## config.mk

```make
export PLATFORM = sky130hd
export DESIGN_NAME = multi_source_switch_combiner
export DESIGN_NICKNAME = d
export VERILOG_FILES = /design/src/design/msc_pkg.sv /design/src/design/multi_source_switch_combiner.sv /design/src/design/msc_cfg.sv /design/src/design/msc_core.sv
export SDC_FILE = /design/constraint.sdc
export NUM_CORES = 1
export LEC_CHECK = 0
export ABC_AREA = 0
export ABC_CLOCK_PERIOD_IN_PS = 8000
export BUFFER_PORTS_ARGS = -buffer_cell sky130_fd_sc_hd__buf_2
export CAP_MARGIN = 10
export CORE_ASPECT_RATIO = 1.1
export CORE_MARGIN = 2
export CORE_UTILIZATION = 60
export CTS_BUF_LIST = sky130_fd_sc_hd__clkbuf_4 sky130_fd_sc_hd__clkbuf_8
export DETAILED_ROUTE_END_ITERATION = 10
export PLACE_DENSITY = 0.88
export SLEW_MARGIN = 10
export SYNTH_ARGS = -nofsm -noshare
export SYNTH_HDL_FRONTEND = slang
export SYNTH_SLANG_ARGS = --single-unit
```

## constraint.sdc

```tcl
create_clock -name clk -period 8 [get_ports clk]
set_input_delay 1.6 -clock clk [delete_from_list [all_inputs] [get_ports clk]]
set_output_delay 1.6 -clock clk [all_outputs]
set_load 0.02 [all_outputs]
```

## src/design/msc_pkg.sv

```systemverilog
// shared types and constants for the multi-source switch combiner
package msc_pkg;

	localparam int unsigned ADDR_W = 5;
	localparam int unsigned DATA_W = 32;
	localparam int unsigned PERIOD_W = 32;

	localparam logic [2:0] REG_UPDATE_PERIOD = 3'd0;
	localparam logic [2:0] REG_COMBINE_OP = 3'd1;
	localparam logic [2:0] REG_MISSING_POLICY = 3'd2;
	localparam logic [2:0] REG_DEFAULT_VALUE = 3'd3;
	localparam logic [2:0] REG_ENABLED = 3'd4;

	localparam logic [1:0] OP_FIRST = 2'd0;
	localparam logic [1:0] OP_AND = 2'd1;
	localparam logic [1:0] OP_OR = 2'd2;
	localparam logic [1:0] OP_BAD = 2'd3;

	localparam logic [1:0] POL_FAIL = 2'd0;
	localparam logic [1:0] POL_IGNORE = 2'd1;
	localparam logic [1:0] POL_DEFAULT = 2'd2;

	typedef enum logic [2:0] {
		ST_OK = 3'd0,
		ST_NOTCONF = 3'd1,
		ST_NOVALID = 3'd2,
		ST_SRCERR = 3'd3,
		ST_STALE = 3'd4,
		ST_BADOP = 3'd5,
		ST_SKIP = 3'd6
	} status_t;

	typedef struct packed {
		logic [PERIOD_W-1:0] update_period;
		logic [1:0] combine_op;
		logic [1:0] missing_policy;
		logic default_value;
		logic enabled;
	} cfg_t;

	typedef struct packed {
		logic time_ok;
		logic value_ok;
		logic source_value;
		logic first_of_update;
		logic last_of_update;
	} flags_t;

	typedef struct packed {
		status_t status;
		logic switch_value;
		logic error_flag;
		logic updated;
		logic alarm;
	} res_t;

endpackage

```

## src/design/multi_source_switch_combiner.sv

```systemverilog
// top level of the multi-source switch combiner
//
// source reports enter on the input channel (in_valid / in_stall), one field
// per port; a report with first_of_update opens an update and a report with
// last_of_update closes it. only the closing report produces a transfer on
// the output channel (out_valid / out_stall) carrying status, switch_value,
// error_flag, updated and alarm.
// a report is registered on acceptance, evaluated from the input register
// against the stored run state, and a closing report's result is registered
// in the output register, which drives out_valid.
// without a stall, one report per cycle is accepted; the single-bit run
// accumulator and stored switch state update in that same evaluation cycle.
// when the receiver stalls, the result is held in the output register; a
// closing report then waits in the input register and in_stall rises,
// while non-closing reports keep flowing.
// reset clears the valid flags, the configuration, the run state and the
// stored value, with run status no valid source. the user must write the apb
// configuration only while no update is in flight; it is not enforced.
module multi_source_switch_combiner #(
	parameter int unsigned TIME_WIDTH = 32
) (
	input logic clk,
	input logic arst_n,
	input logic psel,
	input logic penable,
	input logic pwrite,
	input logic [msc_pkg::ADDR_W-1:0] paddr,
	input logic [msc_pkg::DATA_W-1:0] pwdata,
	output logic [msc_pkg::DATA_W-1:0] prdata,
	output logic pready,
	input logic in_valid,
	output logic in_stall,
	input logic [TIME_WIDTH-1:0] now_time,
	input logic [TIME_WIDTH-1:0] source_time,
	input logic time_ok,
	input logic value_ok,
	input logic source_value,
	input logic first_of_update,
	input logic last_of_update,
	output logic out_valid,
	input logic out_stall,
	output logic [2:0] status,
	output logic switch_value,
	output logic error_flag,
	output logic updated,
	output logic alarm
);
	import msc_pkg::*;

	cfg_t cfg;
	res_t res;
	res_t res_q;
	logic out_valid_q;

	logic valid_s1;
	logic [TIME_WIDTH-1:0] now_s1, src_s1;
	flags_t flags_s1;
	logic advance;

	msc_cfg u_cfg (
		.clk(clk),
		.arst_n(arst_n),
		.psel(psel),
		.penable(penable),
		.pwrite(pwrite),
		.paddr(paddr),
		.pwdata(pwdata),
		.prdata(prdata),
		.pready(pready),
		.cfg(cfg)
	);

	assign advance = valid_s1 && (!flags_s1.last_of_update || !out_valid_q || !out_stall);
	assign in_stall = valid_s1 && !advance;

	always_ff @(posedge clk or negedge arst_n) begin
		if (!arst_n) begin
			valid_s1 <= 1'b0;
		end else if (in_valid && !in_stall) begin
			valid_s1 <= 1'b1;
		end else if (advance) begin
			valid_s1 <= 1'b0;
		end
	end

	always_ff @(posedge clk) begin
		if (in_valid && !in_stall) begin
			now_s1 <= now_time;
			src_s1 <= source_time;
			flags_s1 <= '{time_ok, value_ok, source_value, first_of_update, last_of_update};
		end
	end

	msc_core #(
		.TIME_WIDTH(TIME_WIDTH)
	) u_core (
		.clk(clk),
		.arst_n(arst_n),
		.cfg(cfg),
		.fire(advance),
		.now_time(now_s1),
		.source_time(src_s1),
		.flags(flags_s1),
		.res(res)
	);

	always_ff @(posedge clk or negedge arst_n) begin
		if (!arst_n) begin
			out_valid_q <= 1'b0;
		end else if (advance && flags_s1.last_of_update) begin
			out_valid_q <= 1'b1;
		end else if (!out_stall) begin
			out_valid_q <= 1'b0;
		end
	end

	always_ff @(posedge clk) begin
		if (advance && flags_s1.last_of_update) begin
			res_q <= res;
		end
	end

	assign out_valid = out_valid_q;
	assign status = res_q.status;
	assign switch_value = res_q.switch_value;
	assign error_flag = res_q.error_flag;
	assign updated = res_q.updated;
	assign alarm = res_q.alarm;

endmodule

```

## src/design/msc_cfg.sv

```systemverilog
// apb configuration registers of the switch combiner
module msc_cfg (
	input logic clk,
	input logic arst_n,
	input logic psel,
	input logic penable,
	input logic pwrite,
	input logic [msc_pkg::ADDR_W-1:0] paddr,
	input logic [msc_pkg::DATA_W-1:0] pwdata,
	output logic [msc_pkg::DATA_W-1:0] prdata,
	output logic pready,
	output msc_pkg::cfg_t cfg
);
	import msc_pkg::*;

	cfg_t cfg_q;
	logic [2:0] idx;
	logic wr_en;

	assign idx = paddr[ADDR_W-1:2];
	assign wr_en = psel && penable && pwrite;
	assign pready = 1'b1;
	assign cfg = cfg_q;

	always_ff @(posedge clk or negedge arst_n) begin
		if (!arst_n) begin
			cfg_q <= '0;
		end else if (wr_en) begin
			unique case (idx)
				REG_UPDATE_PERIOD: cfg_q.update_period <= pwdata[PERIOD_W-1:0];
				REG_COMBINE_OP: cfg_q.combine_op <= pwdata[1:0];
				REG_MISSING_POLICY: cfg_q.missing_policy <= pwdata[1:0];
				REG_DEFAULT_VALUE: cfg_q.default_value <= pwdata[0];
				REG_ENABLED: cfg_q.enabled <= pwdata[0];
				default: ;
			endcase
		end
	end

	always_comb begin
		unique case (idx)
			REG_UPDATE_PERIOD: prdata = cfg_q.update_period;
			REG_COMBINE_OP: prdata = {30'd0, cfg_q.combine_op};
			REG_MISSING_POLICY: prdata = {30'd0, cfg_q.missing_policy};
			REG_DEFAULT_VALUE: prdata = {31'd0, cfg_q.default_value};
			REG_ENABLED: prdata = {31'd0, cfg_q.enabled};
			default: prdata = '0;
		endcase
	end

endmodule

```

## src/design/msc_core.sv

```systemverilog
// per-report evaluation, run state and stored switch state
module msc_core #(
	parameter int unsigned TIME_WIDTH = 32
) (
	input logic clk,
	input logic arst_n,
	input msc_pkg::cfg_t cfg,
	input logic fire,
	input logic [TIME_WIDTH-1:0] now_time,
	input logic [TIME_WIDTH-1:0] source_time,
	input msc_pkg::flags_t flags,
	output msc_pkg::res_t res
);
	import msc_pkg::*;

	logic stored_value_q, value_valid_q, error_state_q;
	logic acc_q, got_valid_q, run_done_q;
	status_t run_status_q;
	logic [TIME_WIDTH-1:0] last_time_q, update_now_q;

	logic n_stored, n_vvalid, n_err, n_acc, n_gv, n_done;
	status_t n_status;
	logic [TIME_WIDTH-1:0] n_last, n_now;

	logic [TIME_WIDTH-1:0] per;
	assign per = TIME_WIDTH'(cfg.update_period);

	always_comb begin
		logic [TIME_WIDTH-1:0] tsrc;
		logic [TIME_WIDTH-1:0] diff;
		logic stale;
		logic do_comb;
		logic val;
		status_t err;

		n_stored = stored_value_q;
		n_vvalid = value_valid_q;
		n_err = error_state_q;
		n_acc = acc_q;
		n_gv = got_valid_q;
		n_done = run_done_q;
		n_status = run_status_q;
		n_last = last_time_q;
		n_now = update_now_q;
		res = '0;
		tsrc = source_time;
		diff = '0;
		stale = 1'b0;
		do_comb = 1'b0;
		val = flags.source_value;
		err = ST_OK;

		if (flags.first_of_update) begin
			n_now = now_time;
			n_gv = 1'b0;
			n_acc = (cfg.combine_op == OP_AND);
			n_status = ST_NOVALID;
			n_done = 1'b0;
			if (!cfg.enabled) begin
				n_status = ST_NOTCONF;
				n_done = 1'b1;
			end else if (((now_time - last_time_q) < per) && value_valid_q) begin
				n_status = ST_SKIP;
				n_done = 1'b1;
			end
		end

		if (!n_done) begin
			if (!flags.time_ok) begin
				if (cfg.missing_policy == POL_DEFAULT) begin
					tsrc = n_now;
				end else begin
					err = ST_SRCERR;
				end
			end
			diff = n_now - tsrc;
			stale = (per[TIME_WIDTH-1:TIME_WIDTH-2] == 2'b00) && !diff[TIME_WIDTH-1]
				&& (diff > {per[TIME_WIDTH-3:0], 2'b00});
			if (err == ST_OK) begin
				if (!flags.value_ok) begin
					err = ST_SRCERR;
				end else if (stale) begin
					err = ST_STALE;
				end
			end
			if (err != ST_OK) begin
				priority if (cfg.missing_policy == POL_IGNORE) begin
					n_status = n_gv ? ST_OK : err;
				end else if (cfg.missing_policy == POL_DEFAULT) begin
					val = cfg.default_value;
					do_comb = 1'b1;
				end else begin
					n_status = err;
					n_done = 1'b1;
				end
			end else begin
				n_gv = 1'b1;
				do_comb = 1'b1;
			end
			if (do_comb) begin
				n_status = ST_OK;
				unique case (cfg.combine_op)
					OP_AND: n_acc = n_acc & val;
					OP_OR: n_acc = n_acc | val;
					OP_FIRST: begin
						n_acc = val;
						n_done = 1'b1;
					end
					OP_BAD: begin
						n_acc = val;
						n_status = ST_BADOP;
						n_done = 1'b1;
					end
					default: ;
				endcase
			end
		end

		if (flags.last_of_update) begin
			n_done = 1'b1;
			res.status = n_status;
			priority case (n_status)
				ST_SKIP: res.status = ST_OK;
				ST_NOTCONF: ;
				ST_OK: begin
					n_stored = n_acc;
					n_last = n_now;
					n_err = 1'b0;
					n_vvalid = 1'b1;
					res.updated = 1'b1;
				end
				default: begin
					n_err = 1'b1;
					res.alarm = (cfg.missing_policy != POL_IGNORE);
				end
			endcase
			res.switch_value = n_stored;
			res.error_flag = n_err;
		end
	end

	always_ff @(posedge clk or negedge arst_n) begin
		if (!arst_n) begin
			stored_value_q <= 1'b0;
			value_valid_q <= 1'b0;
			error_state_q <= 1'b0;
			acc_q <= 1'b0;
			got_valid_q <= 1'b0;
			run_done_q <= 1'b0;
			run_status_q <= ST_NOVALID;
			last_time_q <= '0;
			update_now_q <= '0;
		end else if (fire) begin
			stored_value_q <= n_stored;
			value_valid_q <= n_vvalid;
			error_state_q <= n_err;
			acc_q <= n_acc;
			got_valid_q <= n_gv;
			run_done_q <= n_done;
			run_status_q <= n_status;
			last_time_q <= n_last;
			update_now_q <= n_now;
		end
	end

	a_last_closes_run: assert property (@(posedge clk) disable iff (!arst_n)
		fire && flags.last_of_update |=> run_done_q)
		else $error("run not closed after last report");

	a_update_clears_error: assert property (@(posedge clk) disable iff (!arst_n)
		fire && res.updated |=> !error_state_q && value_valid_q)
		else $error("stored update left error state");

	a_alarm_not_updated: assert property (@(posedge clk) disable iff (!arst_n)
		res.alarm |-> !res.updated && res.error_flag)
		else $error("alarm raised on a successful update");

	a_notconf_keeps_value: assert property (@(posedge clk) disable iff (!arst_n)
		fire && flags.last_of_update && res.status == ST_NOTCONF
		|=> $stable(stored_value_q) && $stable(error_state_q))
		else $error("not configured update changed stored state");

endmodule

```

# [Yosys cells after proc, flatten, opt, wreduce, memory -nomap -nowiden]
# Index checks and enable logic that the tools add are counted.
[totals] regBits=189 input_bits=113 elab_cells=137
[classes] addsub=2 n_lt_le_gt_ge=2 eq_ne=13 muxes=54 bitwise_logic=3 n_reduce_logical=35
[op_table] operator="32-bit case mux with 5 select lines" n=1
[op_table] operator="32-bit 2-to-1 mux" n=4
[op_table] operator="32-bit subtractor" n=2
[op_table] operator="3-bit 2-to-1 mux" n=16
[op_table] operator="32-bit greater-than comparator" n=1
[op_table] operator="32-bit less-than comparator" n=1
[op_table] operator="1-bit 2-to-1 mux" n=30
[op_table] operator="2-bit AND reduction" n=6
[op_table] operator="1-bit logical AND" n=9
[op_table] operator="3-bit logical NOT" n=3
[op_table] operator="2-bit equality test (second input constant)" n=3
[op_table] operator="3-bit by 1-bit equality test with 1-bit output (second input constant)" n=2
[op_table] operator="3-bit by 2-bit equality test with 1-bit output (second input constant)" n=2
[op_table] operator="3-bit equality test (second input constant)" n=2
[op_table] operator="1-bit logical NOT" n=6
[op_table] operator="2-bit OR reduction" n=3
[op_table] operator="2-bit by 1-bit equality test with 1-bit output (second input constant)" n=2
[op_table] operator="2-bit logical NOT" n=2
[op_table] operator="2-bit by 1-bit != test with 1-bit output (second input constant)" n=2
[op_table] operator="4-bit OR reduction" n=1
[op_table] operator="1-bit case mux with 3 select lines" n=1
[op_table] operator="3-bit AND reduction" n=1
[op_table] operator="3-bit nonzero test" n=1
[op_table] operator="1-bit logical OR" n=2
[op_table] operator="6 further kinds" n=6

# [Logic depth before layout (Yosys ltp)]
[depth] depth_word=23 depth_mapped=35

# [Hierarchy]
# From an unflattened synthesis, not the netlist that was laid out.
[hier_totals] cells_unflattened=1265 area_unflattened_um2=12768.5
[by_module_without_submodules] module="msc_core" instances=1 cells_per_inst=1041 area_each_um2=8454.4 seq_area_each_um2=1828.0
[by_module_without_submodules] module="multi_source_switch_combiner" instances=1 cells_per_inst=88 area_each_um2=2387.3 seq_area_each_um2=2332.2
[by_module_without_submodules] module="msc_cfg" instances=1 cells_per_inst=136 area_each_um2=1926.8 seq_area_each_um2=950.9

# [Least setup slack after synthesis]
# No wires, ideal clock.
[synth_timing] kind="reg2reg" start="register flags_s1[1] (netlist bit)" end="register u_core.last_time_q[0]" setup_ns=0.132 t_arrival_ns=6.165 required_time_ns=7.868 slack_ns=1.703 path_stages_with_launch=31 n_path_buf=6 period_less_slack_ns=6.297 cell_sequence="edfxtp_1 buf_2 buf_1 clkbuf_1 mux2i_1 o21ai_0 ha_1 fa_1 nor2b_1 o21ai_0 a21boi_1 o41ai_1 a211oi_1 o2111ai_1 a31oi_1 a21o_1 a21oi_1 xnor2_1 ha_1 nand4_1 nor3_1 nand4_1 o41a_2 o21ai_1 and3_1 buf_4 nor3b_2 and2_1 buf_6 buf_6 a21oi_2"
[synth_via] elab_chain_len=19 elab_cells_between_ends=27
[synth_lines] element="from (decl)" line="multi_source_switch_combiner.sv:57" text="flags_t flags_s1;"
[synth_lines] element="from (signal assigned)" line="multi_source_switch_combiner.sv:90" text="flags_s1 <= '{time_ok, value_ok, source_value, first_of_update, last_of_update};"
[synth_lines] element="branches (longest 19 deep; another with 32-bit subtractor)"
[synth_lines] element="to (signal assigned)" line="msc_core.sv:161" text="last_time_q <= n_last;"
[synth_lines] element="to (decl)" line="msc_core.sv:19" text="logic [TIME_WIDTH-1:0] last_time_q, update_now_q;"
# Several ways; the timed one is not identified. The select of a mux whose other input is x is not followed.
# A chain may end at the register's enable or synchronous reset.

# [Worst setup path after layout]
[layout_timing] start="register u_cfg.cfg_q (netlist bit u_cfg.cfg[2])" end="register u_core.last_time_q[5]"
[layout_via] elab_chain_len=19 elab_cells_between_ends=31
[layout_lines] element="from (decl)" line="msc_cfg.sv:16" text="cfg_t cfg_q;"
[layout_lines] element="branches (longest 15 deep; another with 32-bit subtractor)"
[layout_lines] element="3-bit 2-to-1 mux *" line="msc_core.sv:100" text="if (do_comb) begin"
[layout_lines] element="3-bit 2-to-1 mux *" line="msc_core.sv:68" text="if (!n_done) begin"
[layout_lines] element="3-bit logical NOT *" line="msc_core.sv:122" text="priority case (n_status)"
[layout_lines] element="3-bit AND reduction (no line) *"
# Every way passes the cells marked *. The select of a mux whose other input is x is not followed.

==> impl_metrics.toml <==
[outcome]
status = "finished, final reports clean"

[setup_path]
endpoint_kind = "flop"
cp.required_ns = 8.36
cpPeakStageDelay_ns = 0.53
crit_start = "u_cfg.cfg[2]$_DFFE_PN0P_"
rr_worst_depth = 28
cp.arrival_ns = 7.97
cp-start-kind = "flop"
worstReg2RegStart = "u_cfg.cfg[2]$_DFFE_PN0P_"
crit_path_top_delay_cell = "o41a_2"
path_max_fanout = 31
path_class = "reg -> reg"

[placement]
place.gp.congestion = 0.922
hpwl_mm = 22.8
dp_slack_ns = 0.568
place_area_um2 = 13500
numPortBuffers = 151

[power]
leakage_uw = 0.00654
p_sw_uw = 1860
swShare_pct = 43.0
seqPwrFrac_pct = 30.3
intPower_uw = 2460
power_density_nw_per_um2 = 310
pwr-share-clk_pct = 15.1
ir_drop_v = 0.000142
power_frac_comb_pct = 54.5

[timing]
final_max_slew_viol_count = 0
hold_viol = 0
worst_pin_slew_ns = 1.22
min_period_ns = 7.61
timing.final.ws_setup_ns = 0.394
fin_crit_sh_pct = 95.1
report.final.setup_viol = 0
finClkSkew_ns = 0.0187
grt_setup_unrepaired = "false"
tns_ns = 0
hold_ws_ns = 0.485
fmax_mhz = 131
relSlewSlack_pct = 18.6

[clocking]
clkSinkCount = 189
path_clk_slew_ns = 0.10
htreeDepth = 4
cts_hold_buf = 0
clk_latency_ns = 0.49
cts-buffers-inserted = 17
root_buffer = "clkbuf_8"
clk_path_buf_depth = 2
cts_resized = 0
tritoncts = "yes"
post_cts_buffers = 0

[drt]
routed_wl_mm = 31.0
ant_nets = 0
first_iter_violations = 868
route.met2.wl_mm = 14.4
wl_met1_mm = 13.5
wl_met3_mm = 2.18
drc = 0
dr.pass1.iters = 5
top_layer_used = "met4"
vias = 10600
wl_per_cell_um = 17.6
viasPerCell = 6.01

[floorplan]
pin_count = 155
die_area_um2 = 22100
rows = 55
start_util_pct = 61.0
die_w_um = 142
coreArea_um2 = 20600
fp.dieH_um = 156

[final_layout]
drive_gt1_share_pct = 15.7
seq_area_um2 = 5110
antennaDiodeCount = 0
layout.nets = 1733
multiInputGateArea_um2 = 6830
n_fill_cell = 1547
area_delta_synth_final_pct = 10.9
stdcell_area_um2 = 13900
utilization_pct = 67.7

[global_routing]
grt_first_pass_wirelength_mm = 49.8
grt_pass1_vias = 10100
grt_remaining_overflow = 0
grt_max_degree = 70
grt_usage_pct = 28.5
antenna_found_initial = 0

[synth]
syn-cell-area_um2 = 12600
async_flop_share_pct = 59.8
synth_area_leaders = "dfrtp_1, edfxtp_1, ha_1"
synth-warning-count = 0
synth_top_area_share_pct = 22.3
synth_flop_cell = "dfrtp_1"
synthCells = 1355
ys_seq_area_share_pct = 40.7
synth_nets = 1599
yosysUniqueCellTypes = 76
ys_ff_latch = 189
synth_area_per_cell_um2 = 9.26
synth_largest_area_cell = "dfrtp_1"
synth_edf_count = 76

[min_path]
hp-start = "u_core.run_status_q[1]$_DFFE_PN1P_"
hp-class = "reg -> reg"
min_path_cells = 2

[run]
maxCapViolCount = 0
## cell families (layout without fill, tap and decap cells)
group,Yosys count,count (layout),share of synthesized area (%)
adder cells (fa/ha/maj),131,131,13.2
flip-flops,189,189,40.7
multiplexers,39,39,3.15
other,1,1,0.0299
buffers and inverters,159,306,5.21
AND/OR/NAND/NOR,401,401,15.2
AO/OA/AOI/OAI,377,377,18.4
XOR/XNOR,58,58,4.11
## path summary, 6_finish.rpt
kind                                                      end  slack, ns
max                         u_core.last_time_q[5]$_DFFE_PN0P_       0.39
min                        u_core.run_status_q[1]$_DFFE_PN1P_       0.49
max reg2reg                 u_core.last_time_q[5]$_DFFE_PN0P_       0.39
min reg2reg                u_core.run_status_q[1]$_DFFE_PN1P_       0.49
max in group asynchronous  u_core.last_time_q[22]$_DFFE_PN0P_       5.53
min in group asynchronous            u_cfg.cfg[8]$_DFFE_PN0P_       1.10
## power groups by stage
| stage | Sequential, µW | Combinational, µW | Clock, µW |
|---|---|---|---|
| final | 1310 | 2350 | 653 |
| after global routing | 1330 | 2620 | 699 |
| after CTS | 1310 | 2310 | 659 |
| after detailed placement | 1330 | 2280 | 0 |
| after global placement | 1320 | 2190 | 0 |
| after floorplan | 1300 | 1760 | 0 |
## layout by cell type (no fill, tap or decap), types with 4 or more instances in the layout
cell type,instances
a211oi_1,12
a21o_1,28
a21oi_1,109
a21oi_2,4
a221oi_1,4
a31oi_1,13
and2_1,35
and3_1,9
buf_2,150
buf_4,9
clkbuf_8,17
dfrtp_1,112
edfxtp_1,76
ha_1,129
inv_1,113
mux2_2,4
mux2i_1,35
nand2_1,131
nand2b_1,19
nand3_1,53
nand4_1,14
nor2_1,84
nor2b_1,9
nor3_1,17
nor4_1,4
o211ai_1,9
o21a_1,11
o21ai_0,117
o21ai_1,25
o21ai_2,8
o21bai_1,5
xnor2_1,36
xor2_1,21
## stage by stage
| stage | std cells | total power, µW |
|---|---|---|
| 2_1_floorplan | 1355 | 3060 |
| 3_3_place_gp | 1726 | 3510 |
| 3_5_place_dp | 1726 | 3600 |
| 4_1_cts | 1758 | 4270 |
| 5_1_grt | 1758 | 4650 |
| 6_report | 1758 | 4320 |
## cell usage after synthesis, drive strengths merged (14+ instances only)
cell type,count
xor2,22
nor2,86
mux2i,35
a21o,28
nor3,20
edfxtp,76
clkbuf,33
dfrtp,112
and2,36
nand2b,20
nand3,53
nand4,14
nand2,132
xnor2,36
o21ai,150
ha,129
inv,114
a21oi,113
## per-layer routing
layer / track usage, % / vias up
met5: 0 / -
met4: 10.7 / 0
met3: 5.25 / 75
met2: 46.9 / 457
met1: 37.6 / 4973
li1: - / 5063
## final cells by class
cell class | instances | area share (%)
Clock buffer | 17 | 1.68
Clock inverter | 15 | 1.17
Inverter | 114 | 3.07
Multi-Input combinational cell | 1007 | 49.0
Sequential cell | 189 | 36.7
Tap cell | 256 | 2.30
Timing Repair Buffer | 160 | 6.02
## sequential cells by signal (all words and copies together) (netlist names)
| signal | flops |
|---|---|
| src_s1 | 32 |
| u_cfg.cfg | 38 |
| u_core.value_valid_q | 1 |
| now_s1 | 32 |
| u_core.run_status_q | 3 |
| switch_value | 1 |
| u_core.stored_value_q | 1 |
| valid_s1 | 1 |
| flags_s1 | 5 |
| error_flag | 1 |
| u_core.last_time_q | 32 |
| u_core.error_state_q | 1 |
| u_core.got_valid_q | 1 |
| updated | 1 |
| u_core.acc_q | 1 |
| alarm | 1 |
| u_core.update_now_q | 32 |
| out_valid | 1 |
| status | 3 |
| u_core.run_done_q | 1 |
## critical path, delay by kind of cell (launching register included)
family / cells / cell delay, ns
AO/OA/AOI/OAI: 12 / 2.82
flip-flops: 1 / 0.40
adder cells (fa/ha/maj): 4 / 1.25
AND/OR/NAND/NOR: 9 / 2.44
XOR/XNOR: 1 / 0.15
buffers and inverters: 2 / 0.43
Note: power is estimated with default switching activity, not from simulation.
